===== src/sv/icc_seg_pkg.sv =====
package icc_seg_pkg;

   // Profile bytes carried by one full segment
   localparam logic [15:0] SEG_BYTES    = 16'd65519;
   // Header bytes ahead of the first data byte of a segment
   localparam int          HDR_LEN      = 18;
   localparam int          HDR_IDX_W    = $clog2(HDR_LEN + 1);
   localparam logic [15:0] LENGTH_EXTRA = 16'd16;
   localparam logic [7:0]  MARKER_PFX   = 8'hFF;
   localparam logic [7:0]  APP2_MARKER  = 8'hE2;

   // Header byte positions
   localparam logic [HDR_IDX_W-1:0] HP_MARKER_PFX = HDR_IDX_W'(0);
   localparam logic [HDR_IDX_W-1:0] HP_MARKER     = HDR_IDX_W'(1);
   localparam logic [HDR_IDX_W-1:0] HP_LEN_HI     = HDR_IDX_W'(2);
   localparam logic [HDR_IDX_W-1:0] HP_LEN_LO     = HDR_IDX_W'(3);
   localparam logic [HDR_IDX_W-1:0] HP_IDENT      = HDR_IDX_W'(4);
   localparam logic [HDR_IDX_W-1:0] HP_SEG_NUM    = HDR_IDX_W'(16);
   localparam logic [HDR_IDX_W-1:0] HP_SEG_CNT    = HDR_IDX_W'(17);
   localparam logic [HDR_IDX_W-1:0] HP_DONE       = HDR_IDX_W'(HDR_LEN);

   // Profile identifier plus terminator
   localparam logic [7:0] ICC_IDENT [12] = '{
      8'h49, 8'h43, 8'h43, 8'h5F, 8'h50, 8'h52,
      8'h4F, 8'h46, 8'h49, 8'h4C, 8'h45, 8'h00
   };

   // Queue between classifier and emitter
   localparam int QUEUE_DEPTH = 4;
   localparam int QUEUE_AW    = $clog2(QUEUE_DEPTH);

   // One classified profile byte
   typedef struct packed {
      logic [7:0]  data;
      logic        hdr;      // opens a segment
      logic [15:0] seglen;   // chunk size + 16
      logic [7:0]  seg_num;
   } icc_item_type;

   // Queue status seen by the emitter
   typedef struct packed {
      logic         empty;
      icc_item_type head;
   } icc_q_stat_type;

   // Low 8 bits of ceil(len / 65519); 65519 = 2^16 - 17, so the quotient
   // is (x >> 16) or one more.
   function automatic logic [7:0] seg_count(input logic [23:0] len);
      logic [24:0] x;
      logic [8:0]  q0;
      logic [16:0] r;
      logic [8:0]  q;
      x  = {1'b0, len} + 25'(SEG_BYTES - 16'd1);
      q0 = x[24:16];
      r  = {1'b0, x[15:0]} + {4'b0, q0, 4'b0} + {8'b0, q0};
      q  = (r >= {1'b0, SEG_BYTES}) ? q0 + 9'd1 : q0;
      return q[7:0];
   endfunction

   // Header byte at a given position
   function automatic logic [7:0] hdr_byte(input logic [HDR_IDX_W-1:0] idx,
                                           input logic [15:0] seglen,
                                           input logic [7:0]  seg_num,
                                           input logic [7:0]  seg_cnt);
      logic [HDR_IDX_W-1:0] rel;
      logic [7:0]           b;
      rel = idx - HP_IDENT;
      if (idx == HP_MARKER_PFX)      b = MARKER_PFX;
      else if (idx == HP_MARKER)     b = APP2_MARKER;
      else if (idx == HP_LEN_HI)     b = seglen[15:8];
      else if (idx == HP_LEN_LO)     b = seglen[7:0];
      else if (idx == HP_SEG_NUM)    b = seg_num;
      else if (idx == HP_SEG_CNT)    b = seg_cnt;
      else if (idx < HP_SEG_NUM)     b = ICC_IDENT[rel[3:0]];
      else                           b = 8'h00;
      return b;
   endfunction

endpackage


===== src/sv/icc_profile_app2_segmenter.sv =====
// Channel  | Ports                                   | Direction
// req      | req_valid/req_ready, req_profile_byte   | in
// rsp      | rsp_valid/rsp_ready, rsp_out_byte,      | out
//          |   rsp_is_header, rsp_last_of_run        |
// csr      | csr_valid/csr_ready, csr_profile_length | in
//
// The emitter sends one byte per cycle while rsp_ready is high and the queue is not
// empty; a byte that opens a segment goes out as 18 header bytes, then the data byte.
// A 4-entry queue lets the classifier take bytes while a header is emitted.
// Bytes past the profile length are taken and give nothing.
// Synchronous active-high reset; csr_ready is always high.
module icc_profile_app2_segmenter
   import icc_seg_pkg::*;
(
   input  logic        clock,
   input  logic        reset,
   input  logic        req_valid,
   output logic        req_ready,
   input  logic [7:0]  req_profile_byte,
   output logic        rsp_valid,
   input  logic        rsp_ready,
   output logic [7:0]  rsp_out_byte,
   output logic        rsp_is_header,
   output logic        rsp_last_of_run,
   input  logic        csr_valid,
   output logic        csr_ready,
   input  logic [23:0] csr_profile_length
);

   logic           q_full;
   logic           push;
   logic           pop;
   icc_item_type   push_item;
   icc_q_stat_type q_stat;
   logic [7:0]     seg_cnt;

   assign req_ready = !q_full;
   assign csr_ready = 1'b1;

   // Classifier
   icc_seg_front u_front (
      .clock              (clock),
      .reset              (reset),
      .csr_valid          (csr_valid),
      .csr_profile_length (csr_profile_length),
      .req_fire           (req_valid && req_ready),
      .req_profile_byte   (req_profile_byte),
      .push               (push),
      .push_item          (push_item),
      .seg_cnt            (seg_cnt)
   );

   // Decoupling queue
   icc_seg_fifo u_fifo (
      .clock     (clock),
      .reset     (reset),
      .push      (push),
      .push_item (push_item),
      .pop       (pop),
      .full      (q_full),
      .stat      (q_stat)
   );

   // Segment emitter
   icc_seg_back u_back (
      .clock           (clock),
      .reset           (reset),
      .stat            (q_stat),
      .seg_cnt         (seg_cnt),
      .pop             (pop),
      .rsp_ready       (rsp_ready),
      .rsp_valid       (rsp_valid),
      .rsp_out_byte    (rsp_out_byte),
      .rsp_is_header   (rsp_is_header),
      .rsp_last_of_run (rsp_last_of_run)
   );

endmodule


===== src/sv/icc_seg_front.sv =====
module icc_seg_front
   import icc_seg_pkg::*;
(
   input  logic         clock,
   input  logic         reset,
   input  logic         csr_valid,
   input  logic [23:0]  csr_profile_length,
   input  logic         req_fire,
   input  logic [7:0]   req_profile_byte,
   output logic         push,
   output icc_item_type push_item,
   output logic [7:0]   seg_cnt
);

   logic [23:0] length_ff,   length_in;
   logic [23:0] consumed_ff, consumed_in;
   logic [15:0] chunk_pos_ff, chunk_pos_in;
   logic [7:0]  seg_num_ff,  seg_num_in;
   logic [7:0]  seg_cnt_ff,  seg_cnt_in;

   logic        keep;
   logic [23:0] remaining;
   logic [15:0] chunk;
   logic [15:0] chunk_pos_inc;

   // Classify the incoming byte
   always_comb begin
      keep      = consumed_ff < length_ff;
      remaining = length_ff - consumed_ff;
      chunk     = (remaining > {8'b0, SEG_BYTES}) ? SEG_BYTES : remaining[15:0];
      push      = req_fire && keep;
      push_item.data    = req_profile_byte;
      push_item.hdr     = (chunk_pos_ff == 16'd0);
      push_item.seglen  = chunk + LENGTH_EXTRA;
      push_item.seg_num = seg_num_ff;
   end

   // Position tracking; a length write restarts it
   always_comb begin
      chunk_pos_inc = chunk_pos_ff + 16'd1;
      length_in     = length_ff;
      consumed_in   = consumed_ff;
      chunk_pos_in  = chunk_pos_ff;
      seg_num_in    = seg_num_ff;
      seg_cnt_in    = seg_cnt_ff;
      if (csr_valid) begin
         length_in    = csr_profile_length;
         seg_cnt_in   = seg_count(csr_profile_length);
         consumed_in  = 24'd0;
         chunk_pos_in = 16'd0;
         seg_num_in   = 8'd1;
      end else if (push) begin
         consumed_in = consumed_ff + 24'd1;
         if (chunk_pos_inc >= SEG_BYTES) begin
            chunk_pos_in = 16'd0;
            seg_num_in   = seg_num_ff + 8'd1;
         end else begin
            chunk_pos_in = chunk_pos_inc;
         end
      end
   end

   always_ff @(posedge clock) begin
      if (reset) begin
         length_ff    <= 24'd0;
         consumed_ff  <= 24'd0;
         chunk_pos_ff <= 16'd0;
         seg_num_ff   <= 8'd1;
         seg_cnt_ff   <= 8'd0;
      end else begin
         length_ff    <= length_in;
         consumed_ff  <= consumed_in;
         chunk_pos_ff <= chunk_pos_in;
         seg_num_ff   <= seg_num_in;
         seg_cnt_ff   <= seg_cnt_in;
      end
   end

   assign seg_cnt = seg_cnt_ff;

endmodule


===== src/sv/icc_seg_fifo.sv =====
module icc_seg_fifo
   import icc_seg_pkg::*;
(
   input  logic           clock,
   input  logic           reset,
   input  logic           push,
   input  icc_item_type   push_item,
   input  logic           pop,
   output logic           full,
   output icc_q_stat_type stat
);

   icc_item_type            slot_ff [QUEUE_DEPTH];
   logic [QUEUE_AW-1:0]     wr_ptr_ff, wr_ptr_in;
   logic [QUEUE_AW-1:0]     rd_ptr_ff, rd_ptr_in;
   logic [QUEUE_AW:0]       fill_ff,   fill_in;

   // Pointer and fill bookkeeping
   always_comb begin
      wr_ptr_in = push ? wr_ptr_ff + QUEUE_AW'(1) : wr_ptr_ff;
      rd_ptr_in = pop  ? rd_ptr_ff + QUEUE_AW'(1) : rd_ptr_ff;
      fill_in   = fill_ff;
      if (push && !pop) fill_in = fill_ff + (QUEUE_AW+1)'(1);
      if (!push && pop) fill_in = fill_ff - (QUEUE_AW+1)'(1);
   end

   always_ff @(posedge clock) begin
      if (reset) begin
         wr_ptr_ff <= '0;
         rd_ptr_ff <= '0;
         fill_ff   <= '0;
      end else begin
         wr_ptr_ff <= wr_ptr_in;
         rd_ptr_ff <= rd_ptr_in;
         fill_ff   <= fill_in;
      end
   end

   // Storage, no reset
   always_ff @(posedge clock) begin
      if (push) slot_ff[wr_ptr_ff] <= push_item;
   end

   assign full       = (fill_ff == (QUEUE_AW+1)'(QUEUE_DEPTH));
   assign stat.empty = (fill_ff == '0);
   assign stat.head  = slot_ff[rd_ptr_ff];

endmodule


===== src/sv/icc_seg_back.sv =====
module icc_seg_back
   import icc_seg_pkg::*;
(
   input  logic           clock,
   input  logic           reset,
   input  icc_q_stat_type stat,
   input  logic [7:0]     seg_cnt,
   output logic           pop,
   input  logic           rsp_ready,
   output logic           rsp_valid,
   output logic [7:0]     rsp_out_byte,
   output logic           rsp_is_header,
   output logic           rsp_last_of_run
);

   logic                 valid_ff, valid_in;
   logic [7:0]           byte_ff,  byte_in;
   logic                 hdr_ff,   hdr_in;
   logic                 last_ff,  last_in;
   logic [HDR_IDX_W-1:0] idx_ff,   idx_in;
   logic                 advance;
   logic                 emit_hdr;

   // Next output byte from the queue head
   always_comb begin
      advance  = !valid_ff || rsp_ready;
      emit_hdr = stat.head.hdr && (idx_ff != HP_DONE);
      pop      = advance && !stat.empty && !emit_hdr;
      valid_in = valid_ff;
      byte_in  = byte_ff;
      hdr_in   = hdr_ff;
      last_in  = last_ff;
      idx_in   = idx_ff;
      if (advance) begin
         valid_in = !stat.empty;
         if (!stat.empty) begin
            if (emit_hdr) begin
               byte_in = hdr_byte(idx_ff, stat.head.seglen, stat.head.seg_num, seg_cnt);
               hdr_in  = 1'b1;
               last_in = 1'b0;
               idx_in  = idx_ff + HDR_IDX_W'(1);
            end else begin
               byte_in = stat.head.data;
               hdr_in  = 1'b0;
               last_in = 1'b1;
               idx_in  = '0;
            end
         end
      end
   end

   always_ff @(posedge clock) begin
      if (reset) begin
         valid_ff <= 1'b0;
         idx_ff   <= '0;
      end else begin
         valid_ff <= valid_in;
         idx_ff   <= idx_in;
      end
      byte_ff <= byte_in;
      hdr_ff  <= hdr_in;
      last_ff <= last_in;
   end

   assign rsp_valid       = valid_ff;
   assign rsp_out_byte    = byte_ff;
   assign rsp_is_header   = hdr_ff;
   assign rsp_last_of_run = last_ff;

endmodule


===== config.mk =====
export PLATFORM = sky130hd
export DESIGN_NAME = icc_profile_app2_segmenter
export DESIGN_NICKNAME = d
export VERILOG_FILES = /design/src/sv/icc_seg_pkg.sv /design/src/sv/icc_profile_app2_segmenter.sv /design/src/sv/icc_seg_front.sv /design/src/sv/icc_seg_fifo.sv /design/src/sv/icc_seg_back.sv
export SDC_FILE = /design/constraint.sdc
export NUM_CORES = 1
export LEC_CHECK = 0
export BUFFER_PORTS_ARGS = -buffer_cell sky130_fd_sc_hd__buf_2
export CORE_MARGIN = 1.5
export CORE_UTILIZATION = 68
export DETAILED_ROUTE_END_ITERATION = 16
export GPL_ROUTABILITY_DRIVEN = 0
export HOLD_SLACK_MARGIN = 0.12
export PLACE_DENSITY_LB_ADDON = 0.2
export SYNTH_ARGS = -nofsm -noshare
export SYNTH_HDL_FRONTEND = slang
export SYNTH_SLANG_ARGS = --single-unit

===== constraint.sdc =====
create_clock -name clock -period 9.56 [get_ports clock]
set_input_delay 0.956 -clock clock [delete_from_list [all_inputs] [get_ports clock]]
set_output_delay 0.956 -clock clock [all_outputs]
set_load 0.01 [all_outputs]

After elaboration in Yosys (flattened, before gate mapping)
Memory sizes are Yosys's and may differ from the RTL's. A register that Yosys moved wholly into a read port is not among the register bits.
Cells that the tools add are included.
{"block": "op_classes", "add_sub_neg": 15, "order_cmp": 6, "n_eq_ne": 7, "muxes": 22, "n_bitwise": 2, "reduce_logical": 21}
{"op": "8-bit 2-to-1 mux", "count": 11}
{"op": "16-bit 2-to-1 mux", "count": 2}
{"op": "24-bit by 16-bit adder with 25-bit output (second input constant)", "count": 1}
{"op": "24-bit by 1-bit adder with 24-bit output (second input constant)", "count": 1}
{"op": "24-bit by 16-bit greater-than comparator with 1-bit output (second input constant)", "count": 1}
{"op": "24-bit less-than comparator", "count": 1}
{"op": "24-bit subtractor", "count": 1}
{"op": "16-bit by 13-bit adder with 17-bit output", "count": 1}
{"op": "17-bit by 9-bit adder with 17-bit output", "count": 1}
{"op": "17-bit by 16-bit >= comparator with 1-bit output (second input constant)", "count": 1}
{"op": "16-bit by 1-bit adder with 16-bit output (second input constant)", "count": 1}
{"op": "16-bit by 5-bit adder with 16-bit output (second input constant)", "count": 1}
{"op": "8-bit by 1-bit adder with 8-bit output (second input constant)", "count": 2}
{"op": "16-bit >= comparator (second input constant)", "count": 1}
{"op": "16-bit logical NOT", "count": 1}
{"op": "5-bit by 2-bit == test with 1-bit output (second input constant)", "count": 2}
{"op": "5-bit == test (second input constant)", "count": 2}
{"op": "1-bit logical AND", "count": 7}
{"op": "1-bit logical NOT", "count": 6}
{"op": "3-bit 2-to-1 mux", "count": 2}
{"op": "5-bit by 1-bit adder with 5-bit output (second input constant)", "count": 1}
{"op": "5-bit by 1-bit == test with 1-bit output (second input constant)", "count": 1}
{"op": "5-bit >= comparator (second input constant)", "count": 1}
{"op": "5-bit logical NOT", "count": 1}
{"op": "17 further kinds", "count": 23}
{"block": "totals", "reg_bits": 103, "ramBits": 132, "mem_bits_ro": 128, "inputBits": 37, "out_inout_bits": 13, "elab_cells": 88, "memories": 2}
{"memory": "u_fifo.slot_ff", "depth": 4, "word_bits": 33, "read_ports": 1, "rd_clocked_by_memory_dff": 1, "wr": 1, "line": "icc_seg_fifo.sv:13", "rtl": "icc_item_type slot_ff [QUEUE_DEPTH];"}
{"memory": "(no name shown)", "depth": 16, "word_bits": 8, "read_ports": 1, "rd_clocked_by_memory_dff": 0, "wr": 0, "line": "icc_seg_pkg.sv:74", "rtl": "else if (idx < HP_SEG_NUM) b = ICC_IDENT[rel[3:0]];"}

Depth between registers and ports, before layout
{"block": "logic_depth", "ltp_word": 13, "depth_mapped": 21, "ltp_nobuf": 20}

By module
A second synthesis with hierarchy kept.
{"block": "unflattened", "hier_cells": 1310, "area_unflattened_um2": 13608.1}
{"module": "icc_seg_front", "n_inst": 1, "cells_each": 917, "area_per_inst_um2": 7023.0, "seq_area_each_um2": 1601.5}
{"module": "icc_seg_fifo", "n_inst": 1, "cells_each": 220, "area_per_inst_um2": 5242.5, "seq_area_each_um2": 4144.0}
{"module": "icc_seg_back", "n_inst": 1, "cells_each": 169, "area_per_inst_um2": 1321.3, "seq_area_each_um2": 420.4}
{"module": "icc_profile_app2_segmenter", "n_inst": 1, "cells_each": 4, "area_per_inst_um2": 21.3, "seq_area_each_um2": 0.0}

Worst setup path before layout
Ideal clock, no wire load.
{"block": "synth_timing", "kind": "input-to-reg", "start": "input csr_profile_length[5]", "end": "register u_front.seg_cnt_ff[3] (netlist: u_front.seg_cnt[3])", "setup_ps": 120, "arrival_ps": 5126, "t_required_ps": 9440, "setup_slack_ps": 4314, "path_stages": 17, "path_buffers": 1, "path_cell_list": "nor4_1 nand2_1 or3b_1 o21ai_0 xor2_1 xor2_1 ha_1 ha_1 or4_1 o21ai_0 o31ai_1 o31ai_1 nor3_1 o21ai_1 buf_2 a211oi_1 a211o_1"}
{"block": "synth_between", "elab_chain_cells": 5, "word_cells_on_any_way": 6, "cone_classes": "4 x add/sub; 1 x order compare; 1 x mux"}
{"element": "from (decl)", "line": "icc_profile_app2_segmenter.sv:27", "rtl": "input logic [23:0] csr_profile_length"}
{"element": "24-bit by 16-bit adder with 25-bit output (*)", "line": "icc_seg_pkg.sv:53", "rtl": "x = {1'b0, len} + 25'(SEG_BYTES - 16'd1);"}
{"element": "16-bit by 13-bit adder with 17-bit output", "line": "icc_seg_pkg.sv:55", "rtl": "r = {1'b0, x[15:0]} + {4'b0, q0, 4'b0} + {8'b0, q0};"}
{"element": "17-bit by 9-bit adder with 17-bit output", "line": "icc_seg_pkg.sv:55"}
{"element": "17-bit by 16-bit >= comparator with 1-bit output", "line": "icc_seg_pkg.sv:56", "rtl": "q = (r >= {1'b0, SEG_BYTES}) ? q0 + 9'd1 : q0;"}
{"element": "8-bit 2-to-1 mux (*)", "line": "icc_seg_pkg.sv:56"}
{"element": "to (signal assigned)", "line": "icc_seg_front.sv:75", "rtl": "seg_cnt_ff <= seg_cnt_in;"}
{"element": "to (decl)", "line": "icc_seg_front.sv:19", "rtl": "logic [7:0] seg_cnt_ff, seg_cnt_in;"}
Mark *: on every way between the ends. The rest lies on a longest branch, timed or not.
A chain may end at the register's enable or synchronous reset.

Worst setup path in the final report
Same ends and word-level chain as after synthesis.

==> metrics <==
number of enable flip-flop cells after synthesis 142; clock transition at the registers of the reported paths 0.06 ns; library cell contributing the largest single delay on the critical path sky130_fd_sc_hd__o21ai_1; clk_lat worst skew 0.55 ns; Sink Count 237; most frequent standard cell in the layout excluding fill and tap cells sky130_fd_sc_hd__edfxtp_1; height of the die 143 um; Data arrival, critical path 6.46 ns; count of buffers from port buffering 48; Total GRT Usage 0.306; post-route fraction of the period consumed by the critical path 0.632; first-pass GRT wire length 48,900 um; number of antenna cells inserted 0; via count of the first global-routing pass about 9,700; area of the core region 18,900 um^2; number of buffer and inverter stages on the critical path 1; CTS Hold Bufs 0; H-tree depth 1; register-to-register setup slack 4.49 ns; Mapped Cells 1,278; number of rows in the core area 50; total wire length 30,400 um; number of vias per cell after detailed routing approximately 6.4; setup bufs post-CTS 0; total of flip-flops plus latches after synthesis 237; setup repair after global routing missed its margin no; reg2reg path depth 17; cell class contributing the biggest share of worst-path delay simple AND/OR/NAND/NOR gates; classification of the worst-slack hold path reg2reg; post-route clock skew 0.0157 ns; Setup crit start csr_profile_length[5]; max_cap viols 0; CP peak stage delay about 0.82 ns; worst slack on hold paths 0.482 ns; Post-Synthesis Net Count approximately 1,400; DR pass1 iterations 8; Max Clock Freq about 170 MHz; synthesis-to-finish area growth 9.26%; slew at the pin with the worst max-slew slack 1.05 ns; total negative slack 0 ns; Finish-stage setup viols 0; area of the die roughly 20,000 um^2; category of the most critical setup path in2reg; list of cells traversed by the critical path buf_2, nor4_1, nand3_1, nor3_1, nor2_1, xnor2_1, xor2_1, ha_1, o21bai_1, ha_1, or4_1, o21ai_0, o31ai_1, o31ai_1, nor3_1, o21ai_1, a211oi_1, a211o_1; worst setup timing slack at the placement stage around 3.2 ns; worst reg2reg path startpoint u_front.consumed_ff[0]; netlist area before placement 13,200 um^2; crit path setup slack, layout about 3.5 ns; initial antenna violation count 0; stages on the worst setup path 18; via count 10,200; Initial Util 0.701; post-route DRC violation count 0; Die Width 143 um; destination of the worst register-to-register timing path u_fifo.fill_ff[2]; net total in the final layout 1,413; antenna viol nets, final 0; overall overflow remaining after global route 0; detailed-route wire length per cell slightly below 20 um; CP Max Fanout 14; post-layout minimum cycle time 6.04 ns; TritonCTS buffer count 25; status finished, final reports clean; fillcell total 1,273; Max Buffers Root-to-Sink 3; endpoints failing hold 0; peak supply drop roughly 160 uV; async set-or-reset flop fraction in the synthesized netlist 0; Slew Viols, Final 0; static power due to leakage 4.80 nW; pin count of the biggest net entering global routing 48; CTS Root Buffer Type sky130_fd_sc_hd__clkbuf_16; leading cell types in the layout, fill and taps excluded 142 x sky130_fd_sc_hd__edfxtp_1, 115 x sky130_fd_sc_hd__nor2_1, 106 x sky130_fd_sc_hd__a21oi_1; average cell area after synthesis 10.4 um^2; number of distinct standard cells referenced by the synthesized netlist 73; fraction of layout cells with a size suffix above 1 0.120; total power per unit cell area between 150 and 200 nW/um^2; Worst Setup Start Kind primary input; boundary pin count 50; iteration-0 DRC count of the detailed router 822; type of destination of the critical path flop; warning count from the yosys run 0; number of gates given a new drive strength after cts 0; total chip power around 0.0027 W; TritonCTS clock tree built; Slew Limit Headroom 0.293; capturing instance or port of the critical path u_front.seg_cnt[3]; final HPWL from detailed placement roughly 21,000 um; dominant synthesized flop cell sky130_fd_sc_hd__edfxtp_1; CP required 9.98 ns; sequential area share after synthesis 0.466
metal layers:
metal  up-vias  part of all wire  track usage
li1       4816                 -            -
met1      4817              0.41        0.403
met2       438              0.48        0.514
met3        93             0.069       0.0400
met4         0             0.037        0.126
met5         -                 0            0
tightest hold or removal path: stages, from the launching register on:
cell and delay, ns:
sky130_fd_sc_hd__dfxtp_1 0.31, sky130_fd_sc_hd__o21ai_0 0.07, sky130_fd_sc_hd__a21oi_1 0.06
logic make-up (layout without fill, tap and decap cells):
group	after synthesis	in the layout	synth area share
xor+xnor	67	67	0.0443
compound gates	300	300	0.140
mux	66	66	0.0812
other cells	1	1	0.000283
flops	237	237	0.466
buf+inv	118	164	0.0343
simple gates	418	418	0.164
fa+ha+maj	71	71	0.0705
through the flow:
stage | instance area, um^2 | util | std cells
floorplan | 13200 | - | 1278
global placement | 13700 | 0.723 | 1538
detailed placement | 13700 | 0.723 | 1538
CTS | 14500 | 0.766 | 1584
global route | 14500 | 0.766 | 1584
finish | 14500 | 0.766 | 1584
state kept, by name, indices dropped and copies added, names as in the netlist, 2 cells and up, named ones only:
signal                flops
u_fifo.rd_ptr_ff          2
u_front.seg_cnt           8
u_front.consumed_ff      24
u_front.chunk_pos_ff     16
u_front.length_ff        24
u_fifo.wr_ptr_ff          2
u_back.rsp_out_byte       8
u_back.idx_ff             5
u_front.seg_num_ff        8
u_fifo.fill_ff            3
u_fifo.slot_ff          132
synth_stat cells (all sizes together), types with 9 or more instances:
master / instances / share of area
nor4: 13 / 0.0061
clkbuf: 47 / 0.013
ha: 65 / 0.061
o21a: 10 / 0.0057
a211oi: 14 / 0.0079
a21o: 16 / 0.0091
nand2: 85 / 0.024
a21oi: 106 / 0.040
and3: 17 / 0.0080
xnor2: 32 / 0.021
nand3b: 11 / 0.0062
nor2b: 11 / 0.0052
mux2i: 31 / 0.023
or3: 38 / 0.019
edfxtp: 142 / 0.32
or4: 10 / 0.0063
o21ai: 69 / 0.026
nand4: 19 / 0.0099
o211ai: 12 / 0.0068
xor2: 35 / 0.023
nand3: 34 / 0.013
nor3: 16 / 0.0060
a31oi: 9 / 0.0043
nor2: 116 / 0.033
o31ai: 15 / 0.0085
mux4: 33 / 0.056
and2: 15 / 0.0071
inv: 60 / 0.017
dfxtp: 95 / 0.14
power by group:
| group | switching [W] | internal (W) | total (W) |
|---|---|---|---|
| logic | 0.000341 | 0.000215 | 0.000555 |
| registers | 0.0000280 | 0.00115 | 0.00117 |
| clock network | 0.000410 | 0.000555 | 0.000965 |
| total | 0.000779 | 0.00192 | 0.00270 |
area by class of cell:
cell class / instances / area [um^2] / share of cell area
Sequential cell: 237 / 6170 / 0.426
Timing Repair Buffer: 56 / 300 / 0.0208
Multi-Input combinational cell: 923 / 6630 / 0.458
Tap cell: 260 / 325 / 0.0225
Clock inverter: 16 / 155 / 0.0107
Clock buffer: 30 / 666 / 0.0460
Inverter: 62 / 233 / 0.0161
how the worst min path moves through the flow:
stage                             from                       to  slack (ns)  depth (start not counted)
3_5_place_dp   u_front.consumed_ff[11]  u_front.consumed_ff[11]        0.47                          2
4_1_cts        u_front.consumed_ff[11]  u_front.consumed_ff[11]        0.48                          2
5_1_grt        u_front.consumed_ff[20]  u_front.consumed_ff[20]        0.51                          2
3_3_place_gp          u_back.rsp_valid         u_back.rsp_valid        0.45                          2
6_report       u_front.consumed_ff[11]  u_front.consumed_ff[11]        0.48                          2
2_1_floorplan       u_front.seg_cnt[1]       u_front.seg_cnt[1]        0.42                          2
Power figures use the tool's default switching activity.
